<file path="src/design/dalb_pkg.sv">
`default_nettype none
// ----------------------------------------------------------------------------
// dalb_pkg: shared definitions for the disk activity LED blinker
// Command codes, configuration register indexes, brightness levels and the
// command and status bundles between the controller and the datapath.
// ----------------------------------------------------------------------------
package dalb_pkg;

    // Item field widths.
    localparam int CMD_W   = 3;
    localparam int UNIT_W  = 2;
    localparam int DISK_W  = 4;
    localparam int LEDN_W  = 4;
    localparam int LEVEL_W = 8;

    // Configuration port.
    localparam int CFG_IDX_W   = 3;
    localparam int CFG_DATA_W  = 10;
    localparam int LED_COUNT_W = 5;

    localparam logic [CFG_IDX_W-1:0] CFG_LED_COUNT0 = 3'd0;
    localparam logic [CFG_IDX_W-1:0] CFG_ACT_DELAY  = 3'd4;
    localparam logic [CFG_IDX_W-1:0] CFG_HOLD_DELAY = 3'd5;

    localparam logic [CFG_DATA_W-1:0] ACT_DELAY_RESET  = 10'd100;
    localparam logic [CFG_DATA_W-1:0] HOLD_DELAY_RESET = 10'd150;

    // Command codes.
    localparam logic [CMD_W-1:0] CMD_ACTIVITY  = 3'd0;
    localparam logic [CMD_W-1:0] CMD_SET_FAULT = 3'd1;
    localparam logic [CMD_W-1:0] CMD_MAP_WRITE = 3'd2;
    localparam logic [CMD_W-1:0] CMD_DIRECT    = 3'd3;
    localparam logic [CMD_W-1:0] CMD_TICK      = 3'd4;
    localparam logic [CMD_W-1:0] CMD_MAP_CLEAR = 3'd5;

    // Brightness levels.
    localparam logic [LEVEL_W-1:0] BRIGHT_OFF  = 8'd0;
    localparam logic [LEVEL_W-1:0] BRIGHT_HALF = 8'd127;
    localparam logic [LEVEL_W-1:0] BRIGHT_FULL = 8'd255;

    // Address source for the LED state memory read port.
    typedef enum logic [1:0] {
        LRD_ITEM  = 2'd0,
        LRD_MAP   = 2'd1,
        LRD_FIRST = 2'd2,
        LRD_NEXT  = 2'd3
    } t_led_rd;

    typedef struct packed {
        logic    latch;
        logic    map_rd;
        logic    map_wr;
        logic    map_clr;
        logic    led_rd;
        t_led_rd led_sel;
        logic    act_wr;
        logic    fault_wr;
        logic    direct_emit;
        logic    sweep_start;
        logic    sweep_step;
        logic    flush;
    } t_dp_cmd;

    typedef struct packed {
        logic [CMD_W-1:0] cmd;
        logic             unit_ok;
        logic             led_ok;
        logic             disk_ok;
        logic             act_ok;
        logic             out_free;
        logic             sw_stall;
        logic             sw_last;
        logic             pend_valid;
    } t_dp_sts;

endpackage
`default_nettype wire

</file>
<file path="src/design/dalb_ctrl.sv">
`default_nettype none
// ----------------------------------------------------------------------------
// dalb_ctrl: item sequencer
// Accepts one item at a time and steps the datapath through the command.
// ----------------------------------------------------------------------------
module dalb_ctrl (
    input  wire logic              i_clk,
    input  wire logic              i_rst_n,
    input  wire logic              i_in_valid,
    output logic                   o_in_ready,
    output dalb_pkg::t_dp_cmd      o_cmd,
    input  dalb_pkg::t_dp_sts      i_sts
);
    import dalb_pkg::*;

    typedef enum logic [7:0] {
        S_IDLE       = 8'b0000_0001,
        S_DISPATCH   = 8'b0000_0010,
        S_ACT_LED    = 8'b0000_0100,
        S_ACT_WR     = 8'b0000_1000,
        S_FAULT_WR   = 8'b0001_0000,
        S_DIRECT     = 8'b0010_0000,
        S_TICK_RUN   = 8'b0100_0000,
        S_TICK_FLUSH = 8'b1000_0000
    } t_state;

    t_state r_state;
    t_state n_state;

    assign o_in_ready = (r_state == S_IDLE);

    always_comb begin
        n_state = r_state;
        o_cmd   = '0;
        case (r_state)
            S_IDLE: begin
                if (i_in_valid) begin
                    o_cmd.latch = 1'b1;
                    n_state     = S_DISPATCH;
                end
            end
            S_DISPATCH: begin
                n_state = S_IDLE;
                if (i_sts.cmd == CMD_TICK) begin
                    o_cmd.led_rd      = 1'b1;
                    o_cmd.led_sel     = LRD_FIRST;
                    o_cmd.sweep_start = 1'b1;
                    n_state           = S_TICK_RUN;
                end else if (i_sts.unit_ok) begin
                    case (i_sts.cmd)
                        CMD_ACTIVITY: begin
                            o_cmd.map_rd = 1'b1;
                            n_state      = S_ACT_LED;
                        end
                        CMD_SET_FAULT: begin
                            if (i_sts.led_ok) begin
                                o_cmd.led_rd  = 1'b1;
                                o_cmd.led_sel = LRD_ITEM;
                                n_state       = S_FAULT_WR;
                            end
                        end
                        CMD_MAP_WRITE: begin
                            o_cmd.map_wr = i_sts.disk_ok && i_sts.led_ok;
                        end
                        CMD_DIRECT: begin
                            if (i_sts.led_ok) begin
                                n_state = S_DIRECT;
                            end
                        end
                        CMD_MAP_CLEAR: begin
                            o_cmd.map_clr = 1'b1;
                        end
                        default: begin
                            n_state = S_IDLE;
                        end
                    endcase
                end
            end
            S_ACT_LED: begin
                n_state = S_IDLE;
                if (i_sts.act_ok) begin
                    o_cmd.led_rd  = 1'b1;
                    o_cmd.led_sel = LRD_MAP;
                    n_state       = S_ACT_WR;
                end
            end
            S_ACT_WR: begin
                o_cmd.act_wr = 1'b1;
                n_state      = S_IDLE;
            end
            S_FAULT_WR: begin
                o_cmd.fault_wr = 1'b1;
                n_state        = S_IDLE;
            end
            S_DIRECT: begin
                if (i_sts.out_free) begin
                    o_cmd.direct_emit = 1'b1;
                    n_state           = S_IDLE;
                end
            end
            S_TICK_RUN: begin
                if (!i_sts.sw_stall) begin
                    o_cmd.sweep_step = 1'b1;
                    o_cmd.led_rd     = 1'b1;
                    o_cmd.led_sel    = LRD_NEXT;
                    if (i_sts.sw_last) begin
                        n_state = S_TICK_FLUSH;
                    end
                end
            end
            S_TICK_FLUSH: begin
                if (!i_sts.pend_valid) begin
                    n_state = S_IDLE;
                end else if (i_sts.out_free) begin
                    o_cmd.flush = 1'b1;
                    n_state     = S_IDLE;
                end
            end
            default: begin
                n_state = S_IDLE;
            end
        endcase
    end

    always_ff @(posedge i_clk) begin
        if (!i_rst_n) begin
            r_state <= S_IDLE;
        end else begin
            r_state <= n_state;
        end
    end

endmodule
`default_nettype wire

</file>
<file path="src/design/dalb_datapath.sv">
`default_nettype none
// ----------------------------------------------------------------------------
// dalb_datapath: LED state, disk map and result registers
// Holds the per-LED state memory, the disk-to-LED map and the result path.
// ----------------------------------------------------------------------------
module dalb_datapath #(
    parameter int UNITS          = 4,
    parameter int LEDS_PER_UNIT  = 16,
    parameter int DISKS_PER_UNIT = 16,
    parameter int DELAY_BITS     = 10
) (
    input  wire logic                                       i_clk,
    input  wire logic                                       i_rst_n,
    input  dalb_pkg::t_dp_cmd                               i_cmd,
    output dalb_pkg::t_dp_sts                               o_sts,
    input  wire logic [dalb_pkg::CMD_W-1:0]                 i_cmd_code,
    input  wire logic [dalb_pkg::UNIT_W-1:0]                i_unit,
    input  wire logic [dalb_pkg::DISK_W-1:0]                i_disk,
    input  wire logic [dalb_pkg::LEDN_W-1:0]                i_led,
    input  wire logic                                       i_faulty,
    input  wire logic [dalb_pkg::LEVEL_W-1:0]               i_level,
    input  wire logic [UNITS-1:0][dalb_pkg::LED_COUNT_W-1:0] i_led_count,
    input  wire logic [DELAY_BITS-1:0]                      i_act_delay,
    input  wire logic [DELAY_BITS-1:0]                      i_hold_delay,
    output logic                                            o_out_valid,
    input  wire logic                                       i_out_ready,
    output logic [dalb_pkg::UNIT_W-1:0]                     o_out_unit,
    output logic [dalb_pkg::LEDN_W-1:0]                     o_out_led,
    output logic [dalb_pkg::LEVEL_W-1:0]                    o_brightness,
    output logic                                            o_last
);
    import dalb_pkg::*;

    localparam int LED_SLOTS = UNITS * LEDS_PER_UNIT;
    localparam int MAP_SLOTS = UNITS * DISKS_PER_UNIT;
    localparam int LS_W      = (LED_SLOTS > 1) ? $clog2(LED_SLOTS) : 1;
    localparam int MS_W      = (MAP_SLOTS > 1) ? $clog2(MAP_SLOTS) : 1;
    localparam int LED_W     = (LEDS_PER_UNIT > 1) ? $clog2(LEDS_PER_UNIT) : 1;
    localparam int US_W      = (UNITS > 1) ? $clog2(UNITS) : 1;
    localparam int WORD_W    = DELAY_BITS + 2;

    // An LED number is usable when it is below both the unit's count and the
    // built-in LED limit; a unit beyond the configured units has no LEDs.
    function automatic logic led_ok_f(
        input logic [UNITS-1:0][LED_COUNT_W-1:0] counts,
        input logic [UNIT_W-1:0]                 unit,
        input logic [LED_COUNT_W-1:0]            led
    );
        logic ok;
        ok = 1'b0;
        for (int u = 0; u < UNITS; u++) begin
            if (unit == UNIT_W'(u)) begin
                ok = (led < LED_COUNT_W'(LEDS_PER_UNIT)) && (led < counts[u]);
            end
        end
        return ok;
    endfunction

    // Latched item.
    logic [CMD_W-1:0]   r_cmd;
    logic [UNIT_W-1:0]  r_unit;
    logic [DISK_W-1:0]  r_disk;
    logic [LEDN_W-1:0]  r_led;
    logic               r_faulty;
    logic [LEVEL_W-1:0] r_level;

    // Disk map: valid bits stand for the unmapped reset state.
    logic [LED_W-1:0]     map_mem [MAP_SLOTS];
    logic [MAP_SLOTS-1:0] r_map_vld;
    logic [LED_W-1:0]     r_map_rd_data;
    logic                 r_map_rd_vld;

    // LED state memory: {activity seen, faulty, countdown}.
    logic [WORD_W-1:0]    led_mem [LED_SLOTS];
    logic [LED_SLOTS-1:0] r_led_vld;
    logic [WORD_W-1:0]    r_led_rd_data;
    logic                 r_led_rd_vld;
    logic [LS_W-1:0]      r_led_addr;

    // Sweep position of the entry held in the read register.
    logic [US_W-1:0]  r_sw_unit;
    logic [LED_W-1:0] r_sw_led;

    // Pending tick result and output register.
    logic               r_pend_valid;
    logic [UNIT_W-1:0]  r_pend_unit;
    logic [LEDN_W-1:0]  r_pend_led;
    logic [LEVEL_W-1:0] r_pend_bright;
    logic               r_out_valid;
    logic [UNIT_W-1:0]  r_out_unit;
    logic [LEDN_W-1:0]  r_out_led;
    logic [LEVEL_W-1:0] r_out_bright;
    logic               r_out_last;

    logic                  unit_ok;
    logic                  disk_ok;
    logic                  led_ok;
    logic                  act_ok;
    logic                  out_free;
    logic [LS_W-1:0]       item_slot;
    logic [LS_W-1:0]       mapped_slot;
    logic [MS_W-1:0]       map_slot;
    logic [LS_W-1:0]       rd_addr;
    logic                  e_seen;
    logic                  e_fault;
    logic [DELAY_BITS-1:0] e_cnt;
    logic                  sw_expire;
    logic                  wr_en;
    logic [WORD_W-1:0]     wr_data;
    logic                  res_need;
    logic [LEVEL_W-1:0]    res_bright;

    assign unit_ok     = int'(r_unit) < UNITS;
    assign disk_ok     = int'(r_disk) < DISKS_PER_UNIT;
    assign led_ok      = led_ok_f(i_led_count, r_unit, LED_COUNT_W'(r_led));
    assign act_ok      = unit_ok && disk_ok && r_map_rd_vld &&
                         led_ok_f(i_led_count, r_unit, LED_COUNT_W'(r_map_rd_data));
    assign out_free    = !r_out_valid || i_out_ready;
    assign item_slot   = LS_W'(int'(r_unit) * LEDS_PER_UNIT + int'(r_led));
    assign mapped_slot = LS_W'(int'(r_unit) * LEDS_PER_UNIT + int'(r_map_rd_data));
    assign map_slot    = MS_W'(int'(r_unit) * DISKS_PER_UNIT + int'(r_disk));

    // Entries never written read as the reset state.
    assign e_seen  = r_led_rd_vld && r_led_rd_data[WORD_W-1];
    assign e_fault = r_led_rd_vld && r_led_rd_data[WORD_W-2];
    assign e_cnt   = r_led_rd_vld ? r_led_rd_data[DELAY_BITS-1:0] : '0;

    // The swept entry expires on this step and its LED is in range. This
    // does not depend on the step command, so the stall has no loop.
    assign sw_expire = (e_cnt == DELAY_BITS'(1)) &&
                       led_ok_f(i_led_count, UNIT_W'(r_sw_unit), LED_COUNT_W'(r_sw_led));

    always_comb begin
        case (i_cmd.led_sel)
            LRD_ITEM:  rd_addr = item_slot;
            LRD_MAP:   rd_addr = mapped_slot;
            LRD_FIRST: rd_addr = '0;
            LRD_NEXT:  rd_addr = r_led_addr + LS_W'(1);
            default:   rd_addr = '0;
        endcase
    end

    // One write per cycle at the address last read.
    always_comb begin
        wr_en      = 1'b0;
        wr_data    = {e_seen, e_fault, e_cnt};
        res_need   = 1'b0;
        res_bright = BRIGHT_FULL;
        if (i_cmd.act_wr) begin
            wr_en = !e_fault;
            wr_data = {1'b1, e_fault, (e_cnt == '0) ? i_act_delay : e_cnt};
        end else if (i_cmd.fault_wr) begin
            wr_en   = 1'b1;
            wr_data = {e_seen, r_faulty, e_cnt};
        end else if (i_cmd.sweep_step && (e_cnt != '0)) begin
            wr_en   = 1'b1;
            wr_data = {e_seen, e_fault, e_cnt - DELAY_BITS'(1)};
            if (sw_expire) begin
                res_need = 1'b1;
                if (e_seen) begin
                    wr_data    = {1'b0, e_fault, i_hold_delay};
                    res_bright = BRIGHT_HALF;
                end else begin
                    res_bright = e_fault ? BRIGHT_OFF : BRIGHT_FULL;
                end
            end
        end
    end

    always_comb begin
        o_sts            = '0;
        o_sts.cmd        = r_cmd;
        o_sts.unit_ok    = unit_ok;
        o_sts.led_ok     = led_ok;
        o_sts.disk_ok    = disk_ok;
        o_sts.act_ok     = act_ok;
        o_sts.out_free   = out_free;
        o_sts.sw_stall   = sw_expire && r_pend_valid && !out_free;
        o_sts.sw_last    = r_led_addr == LS_W'(LED_SLOTS - 1);
        o_sts.pend_valid = r_pend_valid;
    end

    // Item, memory data and result payload.
    always_ff @(posedge i_clk) begin
        if (i_cmd.latch) begin
            r_cmd    <= i_cmd_code;
            r_unit   <= i_unit;
            r_disk   <= i_disk;
            r_led    <= i_led;
            r_faulty <= i_faulty;
            r_level  <= i_level;
        end
        if (i_cmd.map_rd) begin
            r_map_rd_data <= map_mem[map_slot];
            r_map_rd_vld  <= r_map_vld[map_slot];
        end
        if (i_cmd.map_wr) begin
            map_mem[map_slot] <= r_led[LED_W-1:0];
        end
        if (i_cmd.led_rd) begin
            r_led_addr    <= rd_addr;
            r_led_rd_data <= led_mem[rd_addr];
            r_led_rd_vld  <= r_led_vld[rd_addr];
        end
        if (wr_en) begin
            led_mem[r_led_addr] <= wr_data;
        end
        if (i_cmd.sweep_start) begin
            r_sw_unit <= '0;
            r_sw_led  <= '0;
        end else if (i_cmd.sweep_step) begin
            if (r_sw_led == LED_W'(LEDS_PER_UNIT - 1)) begin
                r_sw_led  <= '0;
                r_sw_unit <= r_sw_unit + US_W'(1);
            end else begin
                r_sw_led <= r_sw_led + LED_W'(1);
            end
        end
        if (i_cmd.direct_emit) begin
            r_out_unit   <= r_unit;
            r_out_led    <= r_led;
            r_out_bright <= r_level;
            r_out_last   <= 1'b1;
        end else if (i_cmd.sweep_step && res_need) begin
            // The output register only takes a result that is really pending;
            // otherwise it may still hold an earlier item's result.
            if (r_pend_valid) begin
                r_out_unit   <= r_pend_unit;
                r_out_led    <= r_pend_led;
                r_out_bright <= r_pend_bright;
                r_out_last   <= 1'b0;
            end
            r_pend_unit   <= UNIT_W'(r_sw_unit);
            r_pend_led    <= LEDN_W'(r_sw_led);
            r_pend_bright <= res_bright;
        end else if (i_cmd.flush) begin
            r_out_unit   <= r_pend_unit;
            r_out_led    <= r_pend_led;
            r_out_bright <= r_pend_bright;
            r_out_last   <= 1'b1;
        end
    end

    // Valid bits and handshake state.
    always_ff @(posedge i_clk) begin
        if (!i_rst_n) begin
            r_map_vld    <= '0;
            r_led_vld    <= '0;
            r_pend_valid <= 1'b0;
            r_out_valid  <= 1'b0;
        end else begin
            if (i_cmd.map_wr) begin
                r_map_vld[map_slot] <= 1'b1;
            end
            if (i_cmd.map_clr) begin
                for (int i = 0; i < MAP_SLOTS; i++) begin
                    if (i / DISKS_PER_UNIT == int'(r_unit)) begin
                        r_map_vld[i] <= 1'b0;
                    end
                end
            end
            if (wr_en) begin
                r_led_vld[r_led_addr] <= 1'b1;
            end
            if (r_out_valid && i_out_ready) begin
                r_out_valid <= 1'b0;
            end
            if (i_cmd.direct_emit || i_cmd.flush) begin
                r_out_valid <= 1'b1;
            end
            if (i_cmd.sweep_step && res_need) begin
                r_pend_valid <= 1'b1;
                if (r_pend_valid) begin
                    r_out_valid <= 1'b1;
                end
            end
            if (i_cmd.flush) begin
                r_pend_valid <= 1'b0;
            end
        end
    end

    assign o_out_valid  = r_out_valid;
    assign o_out_unit   = r_out_unit;
    assign o_out_led    = r_out_led;
    assign o_brightness = r_out_bright;
    assign o_last       = r_out_last;

endmodule
`default_nettype wire

</file>
<file path="src/design/disk_activity_led_blinker_unit.sv">
`default_nettype none
// ----------------------------------------------------------------------------
// disk_activity_led_blinker_unit: disk activity LED blinker, top level
// Blinks the disk LEDs of several enclosure units from disk activity and a
// periodic tick, and passes direct brightness settings through.
// ----------------------------------------------------------------------------
// The block takes one command item at a time and reports each LED brightness
// change as one result item; the last result caused by an item carries
// o_last. A tick item visits the LEDs in turn because the per-LED countdowns
// live in a memory with one read and one write port; the sweep visits one LED
// per cycle unless results back up at the output. Activity reads the disk
// map and then the mapped LED's entry, and is dropped when the map gives no
// valid LED; set fault reads the LED's entry and writes it back, and set
// fault and direct brightness are dropped for an invalid LED (direct
// brightness also waits for a free output register).
// After reset every LED is idle and every disk is unmapped at once: valid bits
// mark written entries, so there is no clearing pass. The configuration
// registers may be written only while no item is in progress.
module disk_activity_led_blinker_unit #(
    parameter int UNITS          = 4,
    parameter int LEDS_PER_UNIT  = 16,
    parameter int DISKS_PER_UNIT = 16,
    parameter int DELAY_BITS     = 10
) (
    input  wire logic                              i_clk,
    input  wire logic                              i_rst_n,
    input  wire logic                              i_cfg_we,
    input  wire logic [dalb_pkg::CFG_IDX_W-1:0]    i_cfg_idx,
    input  wire logic [dalb_pkg::CFG_DATA_W-1:0]   i_cfg_data,
    input  wire logic                              i_in_valid,
    output logic                                   o_in_ready,
    input  wire logic [dalb_pkg::CMD_W-1:0]        i_cmd,
    input  wire logic [dalb_pkg::UNIT_W-1:0]       i_unit,
    input  wire logic [dalb_pkg::DISK_W-1:0]       i_disk,
    input  wire logic [dalb_pkg::LEDN_W-1:0]       i_led,
    input  wire logic                              i_faulty,
    input  wire logic [dalb_pkg::LEVEL_W-1:0]      i_level,
    output logic                                   o_out_valid,
    input  wire logic                              i_out_ready,
    output logic [dalb_pkg::UNIT_W-1:0]            o_out_unit,
    output logic [dalb_pkg::LEDN_W-1:0]            o_out_led,
    output logic [dalb_pkg::LEVEL_W-1:0]           o_brightness,
    output logic                                   o_last
);
    import dalb_pkg::*;

    // Delays are compared at a width that holds both the register and the
    // countdown, so any countdown width saturates correctly.
    localparam int EW = (DELAY_BITS > CFG_DATA_W) ? DELAY_BITS : CFG_DATA_W;
    localparam logic [EW-1:0] EMAX = EW'((1 << DELAY_BITS) - 1);

    logic [UNITS-1:0][LED_COUNT_W-1:0] r_led_count;
    logic [CFG_DATA_W-1:0]             r_act_delay;
    logic [CFG_DATA_W-1:0]             r_hold_delay;
    logic [DELAY_BITS-1:0]             act_eff;
    logic [DELAY_BITS-1:0]             hold_eff;
    logic [EW-1:0]                     act_ext;
    logic [EW-1:0]                     hold_ext;
    t_dp_cmd                           dp_cmd;
    t_dp_sts                           dp_sts;

    // Configuration registers. Unit counts beyond the configured units are
    // simply not stored.
    always_ff @(posedge i_clk) begin
        if (!i_rst_n) begin
            r_led_count  <= '0;
            r_act_delay  <= ACT_DELAY_RESET;
            r_hold_delay <= HOLD_DELAY_RESET;
        end else if (i_cfg_we) begin
            for (int u = 0; u < UNITS; u++) begin
                if (i_cfg_idx == CFG_LED_COUNT0 + CFG_IDX_W'(u)) begin
                    r_led_count[u] <= i_cfg_data[LED_COUNT_W-1:0];
                end
            end
            if (i_cfg_idx == CFG_ACT_DELAY) begin
                r_act_delay <= i_cfg_data;
            end
            if (i_cfg_idx == CFG_HOLD_DELAY) begin
                r_hold_delay <= i_cfg_data;
            end
        end
    end

    // A delay of zero acts as one, and a delay the countdown cannot hold is
    // clipped to the countdown's largest value.
    always_comb begin
        act_ext  = EW'(r_act_delay);
        hold_ext = EW'(r_hold_delay);
        if (act_ext == '0) begin
            act_ext = EW'(1);
        end else if (act_ext > EMAX) begin
            act_ext = EMAX;
        end
        if (hold_ext == '0) begin
            hold_ext = EW'(1);
        end else if (hold_ext > EMAX) begin
            hold_ext = EMAX;
        end
        act_eff  = DELAY_BITS'(act_ext);
        hold_eff = DELAY_BITS'(hold_ext);
    end

    dalb_ctrl u_ctrl (
        .i_clk      (i_clk),
        .i_rst_n    (i_rst_n),
        .i_in_valid (i_in_valid),
        .o_in_ready (o_in_ready),
        .o_cmd      (dp_cmd),
        .i_sts      (dp_sts)
    );

    dalb_datapath #(
        .UNITS          (UNITS),
        .LEDS_PER_UNIT  (LEDS_PER_UNIT),
        .DISKS_PER_UNIT (DISKS_PER_UNIT),
        .DELAY_BITS     (DELAY_BITS)
    ) u_datapath (
        .i_clk        (i_clk),
        .i_rst_n      (i_rst_n),
        .i_cmd        (dp_cmd),
        .o_sts        (dp_sts),
        .i_cmd_code   (i_cmd),
        .i_unit       (i_unit),
        .i_disk       (i_disk),
        .i_led        (i_led),
        .i_faulty     (i_faulty),
        .i_level      (i_level),
        .i_led_count  (r_led_count),
        .i_act_delay  (act_eff),
        .i_hold_delay (hold_eff),
        .o_out_valid  (o_out_valid),
        .i_out_ready  (i_out_ready),
        .o_out_unit   (o_out_unit),
        .o_out_led    (o_out_led),
        .o_brightness (o_brightness),
        .o_last       (o_last)
    );

endmodule
`default_nettype wire
</file>
<file path="config.mk">
export PLATFORM = sky130hd
export DESIGN_NAME = disk_activity_led_blinker_unit
export DESIGN_NICKNAME = d
export VERILOG_FILES = /design/src/design/dalb_pkg.sv /design/src/design/dalb_ctrl.sv /design/src/design/dalb_datapath.sv /design/src/design/disk_activity_led_blinker_unit.sv
export SDC_FILE = /design/constraint.sdc
export NUM_CORES = 2
export LEC_CHECK = 0
export BUFFER_PORTS_ARGS = -buffer_cell sky130_fd_sc_hd__buf_2
export CORE_MARGIN = 5
export CORE_UTILIZATION = 60
export DETAILED_ROUTE_END_ITERATION = 6
export GPL_TIMING_DRIVEN = 0
export PLACE_DENSITY = 0.76
export SLEW_MARGIN = 40
export SYNTH_ARGS = -nofsm -noshare
export SYNTH_HDL_FRONTEND = slang
export SYNTH_SLANG_ARGS = --single-unit
</file>
<file path="constraint.sdc">
create_clock -name i_clk -period 8 [get_ports i_clk]
set_clock_uncertainty 0.2 [all_clocks]
set_input_delay 0.8 -clock i_clk [delete_from_list [all_inputs] [get_ports i_clk]]
set_output_delay 0.8 -clock i_clk [all_outputs]
set_load 0.02 [all_outputs]
</file>
==> flow_summary.toml <==
[clock_tree]
cts.clk_slew.worst_paths_ns = 0.06
cts-buffers-inserted = 131
post-cts-setup-buffers = 0
root_buffer = "clkbuf_16"
tritoncts = "built"
cts_resized = 0
cts_sinks = 1277
cts_max_path_buffers = 3
htreeDepth = 4
postCtsHoldBufs = 14
clock_latency_ns = 0.77

[place]
hpwl_mm = 104
place_congestion = 1.01
place.port_buffers = 54
dpl.cell_count = 5283

[yosys]
async_reset_ff_share_pct = 0
ys_seq_area_share_pct = 71.2
ys_warn_count = 0
synth_area_um2 = 51200
synthMuxAreaShare_pct = 0.825
synth_edf_count = 1092
synth_nets = 4117
synth_cell_type_count = 73
syn_inst = 4033
synth_flop_cell = "edfxtp_1"
synth_seq_cells = 1277
synth_top_family_by_area = "simple AND/OR/NAND/NOR gates"
synth_compound_area_share_pct = 9.99
synth-simple-area-share_pct = 14.3
synth_area_per_cell_um2 = 12.7
synthXorXnorAreaFrac_pct = 0.188
synthAdderAreaFrac_pct = 1.07

[setup_path]
worst-setup-path-type = "flip-flop to flip-flop"
critical-path-max-stage-delay_ns = 0.88
crit_arrival_ns = 6.41
required_ns = 8.40
critPathLaunchType = "flip-flop"
cpMaxStageDelayCell = "nor4_1"
crit_path_end_kind = "flip-flop"
cp_max_fo = 10
crit_chain = "buf_2 -> nor2b_1 -> nor2b_1 -> o211ai_1 -> and4_1 -> nand3_1 -> a21o_1 -> clkbuf_1 -> clkbuf_1 -> and3_1 -> a211oi_1 -> a31oi_1 -> o22ai_1 -> nor4_1 -> a32o_1"

[drt]
drc = 3
routed_wl_mm = 153
avgViaCountPerCell = 6.65
vias = 36868
drt_iter0_markers = 5999
wl_per_cell_um = 27.6
antenna_left = 0
dr.pass1.iters = 7

[flow_run]
cap_viol_max_count = 0

[die]
die_w_um = 302
io_pins = 57
fp.dieArea_um2 = 91400
fp-row-count = 107
core_area_um2 = 85000
dieHeight_um = 302
start_util_pct = 60.3

[power_and_ir_drop]
powerDensity_nw_per_um2 = 239
ir_drop_v = 0.000233
p_leak_uw = 0.0201

[layout]
drive_above_1_share_pct = 11.6
stdcell_count = 5545
area_delta_synth_final_pct = 14.3
final.fill_count = 5700
fin_nets = 4373

[grt]
antenna_found_initial = 3
grtUsageTotal_pct = 32.9
grt_pass1_vias = 35144
grt_pass1_wl_mm = 222
grt_max_degree = 65
overflow = 0

[run_status]
violations = "design-rule violations"
status = "complete, but fails checks"

[timing]
drv_slew = 0
fmax_ghz = 0.166
slew_headroom_pct = 27.8
min_period_ns = 6.01
timing.final.hold_violations = 0
tns_ns = 0
tightest_slew_ns = 1.06
setup_viol = 0
period_share_pct = 75.2
grt_setup_unrepaired = "no"

[worst_hold_path]
hold_path_class = "input pin to flip-flop"
[placed cells by master (no fill, tap or decap), drive strengths merged, types with 16 or more instances in the layout]
cell type and instances:
a211oi 97, a21oi 54, a221oi 41, a22o 41
a22oi 86, a311oi 27, a31oi 129, a32o 16
a32oi 28, and3 86, buf 225, clkbuf 324
clkinv 50, dfxtp 185, edfxtp 1092, ha 44
inv 31, mux2i 40, nand2 810, nand2b 16
nand3 261, nand4 59, nor2 349, nor3 17
nor4 24, o21a 69, o21ai 38
[flip-flops by register name (all words and copies together) (netlist names), 6 cells and up]
signal,cells
u_ctrl.r_state,8
u_datapath.o_brightness,8
u_datapath.r_map_vld,64
r_act_delay,10
u_datapath.r_led_vld,64
u_datapath.r_led_rd_data,12
r_led_count,20
u_datapath.map_mem,256
u_datapath.led_mem,768
u_datapath.r_led_addr,6
u_datapath.r_level,8
r_hold_delay,10
[worst max-delay path: cells and delay by family (launching register included)]
kind	cells	cell delay [ns]
simple gates	6	2.50
compound gates	6	1.37
buf+inv	3	1.46
flops	1	0.33
[worst paths after layout]
check | from | depth (start not counted) | to | slack (ns)
worst max-delay path | u_datapath.r_unit[0] | 15 | u_datapath.r_led_rd_data[6] | 1.99
worst max register to register | u_datapath.r_unit[0] | 15 | u_datapath.r_led_rd_data[6] | 1.99
worst min register to register | u_datapath.r_map_vld[10] | 1 | u_datapath.r_map_vld[10] | 0.26
worst min-delay path | i_level[5] | 1 | u_datapath.r_level[5] | 0.04
[cell families after synthesis]
logic type | after synthesis
and+or+nand+nor | 1675
muxes | 42
AOI/OAI and AO/OA | 698
buffers and inverters | 286
xor gates and xnor gates | 11
adders and majority gates | 44
DFF | 1277
[Yosys cell counts (7+ instances only)]
| cell type | instances | area share, % |
|---|---|---|
| nor3_1 | 17 | 0.17 |
| buf_2 | 79 | 0.77 |
| a32oi_1 | 28 | 0.48 |
| nor2b_1 | 12 | 0.15 |
| nand4_1 | 59 | 0.72 |
| or3_1 | 7 | 0.085 |
| o21ai_0 | 37 | 0.36 |
| a2111oi_0 | 14 | 0.24 |
| buf_1 | 26 | 0.19 |
| nand2_1 | 810 | 5.9 |
| a22o_1 | 41 | 0.70 |
| clkbuf_1 | 138 | 1.0 |
| nor4_1 | 22 | 0.27 |
| a31oi_1 | 129 | 1.6 |
| o211ai_1 | 9 | 0.13 |
| a32o_1 | 16 | 0.31 |
| nor3b_1 | 10 | 0.15 |
| nor2_1 | 343 | 2.5 |
| a311oi_1 | 27 | 0.46 |
| inv_1 | 26 | 0.19 |
| o21a_1 | 69 | 1.0 |
| nand2b_1 | 16 | 0.20 |
| xnor2_1 | 7 | 0.12 |
| a21oi_1 | 54 | 0.53 |
| buf_4 | 11 | 0.16 |
| a22oi_1 | 86 | 1.3 |
| a211oi_1 | 96 | 1.4 |
| nand3_1 | 261 | 2.5 |
| edfxtp_1 | 1092 | 64 |
| ha_1 | 44 | 1.1 |
| a221oi_1 | 40 | 0.68 |
| o22ai_1 | 15 | 0.18 |
| mux2i_1 | 40 | 0.78 |
| dfxtp_1 | 185 | 7.2 |
| a21o_1 | 10 | 0.15 |
| and3_1 | 86 | 1.0 |
[per-stage QoR]
stage          area [um^2]  setup slack (ns)  utilization [%]  total power [uW]  hold slack [ns]
3_5_place_dp         54100              2.39             63.7              8150            0.252
5_1_grt              58600              2.06             68.9             14400           0.0231
4_1_cts              58500              2.37             68.8             14000         0.000829
2_1_floorplan        51200              2.41                -              7790            0.232
6_report             58600              1.99             68.9             14000           0.0369
3_3_place_gp         52900             -2.93             62.3              8120            0.246
[where the power goes]
part / internal [uW] / switching [uW]
sequential: 7180 / 20.1
combinational: 234 / 634
clock: 3350 / 2600
total: 10800 / 3250
[routing by layer]
layer	track usage (%)	up-vias	wire length [um]
met5	0	-	20
met4	15.9	2	8310
met3	9.35	556	20600
met2	50.7	2876	69300
met1	43.7	17749	54700
li1	-	15685	-
[cell type report]
type | instances | area, um^2 | share of cell area, %
flip-flops and latches | 1277 | 36500 | 62.3
plain buffers | 256 | 1130 | 1.94
well taps | 1144 | 1430 | 2.44
repair buffers | 123 | 1260 | 2.15
inverters | 30 | 115 | 0.196
clock buffers | 184 | 3600 | 6.15
multi-input cells | 2470 | 14000 | 23.8
diodes | 1 | 2.50 | 0.00427
clock inverters | 60 | 591 | 1.01
Power figures use the tool's default switching activity.
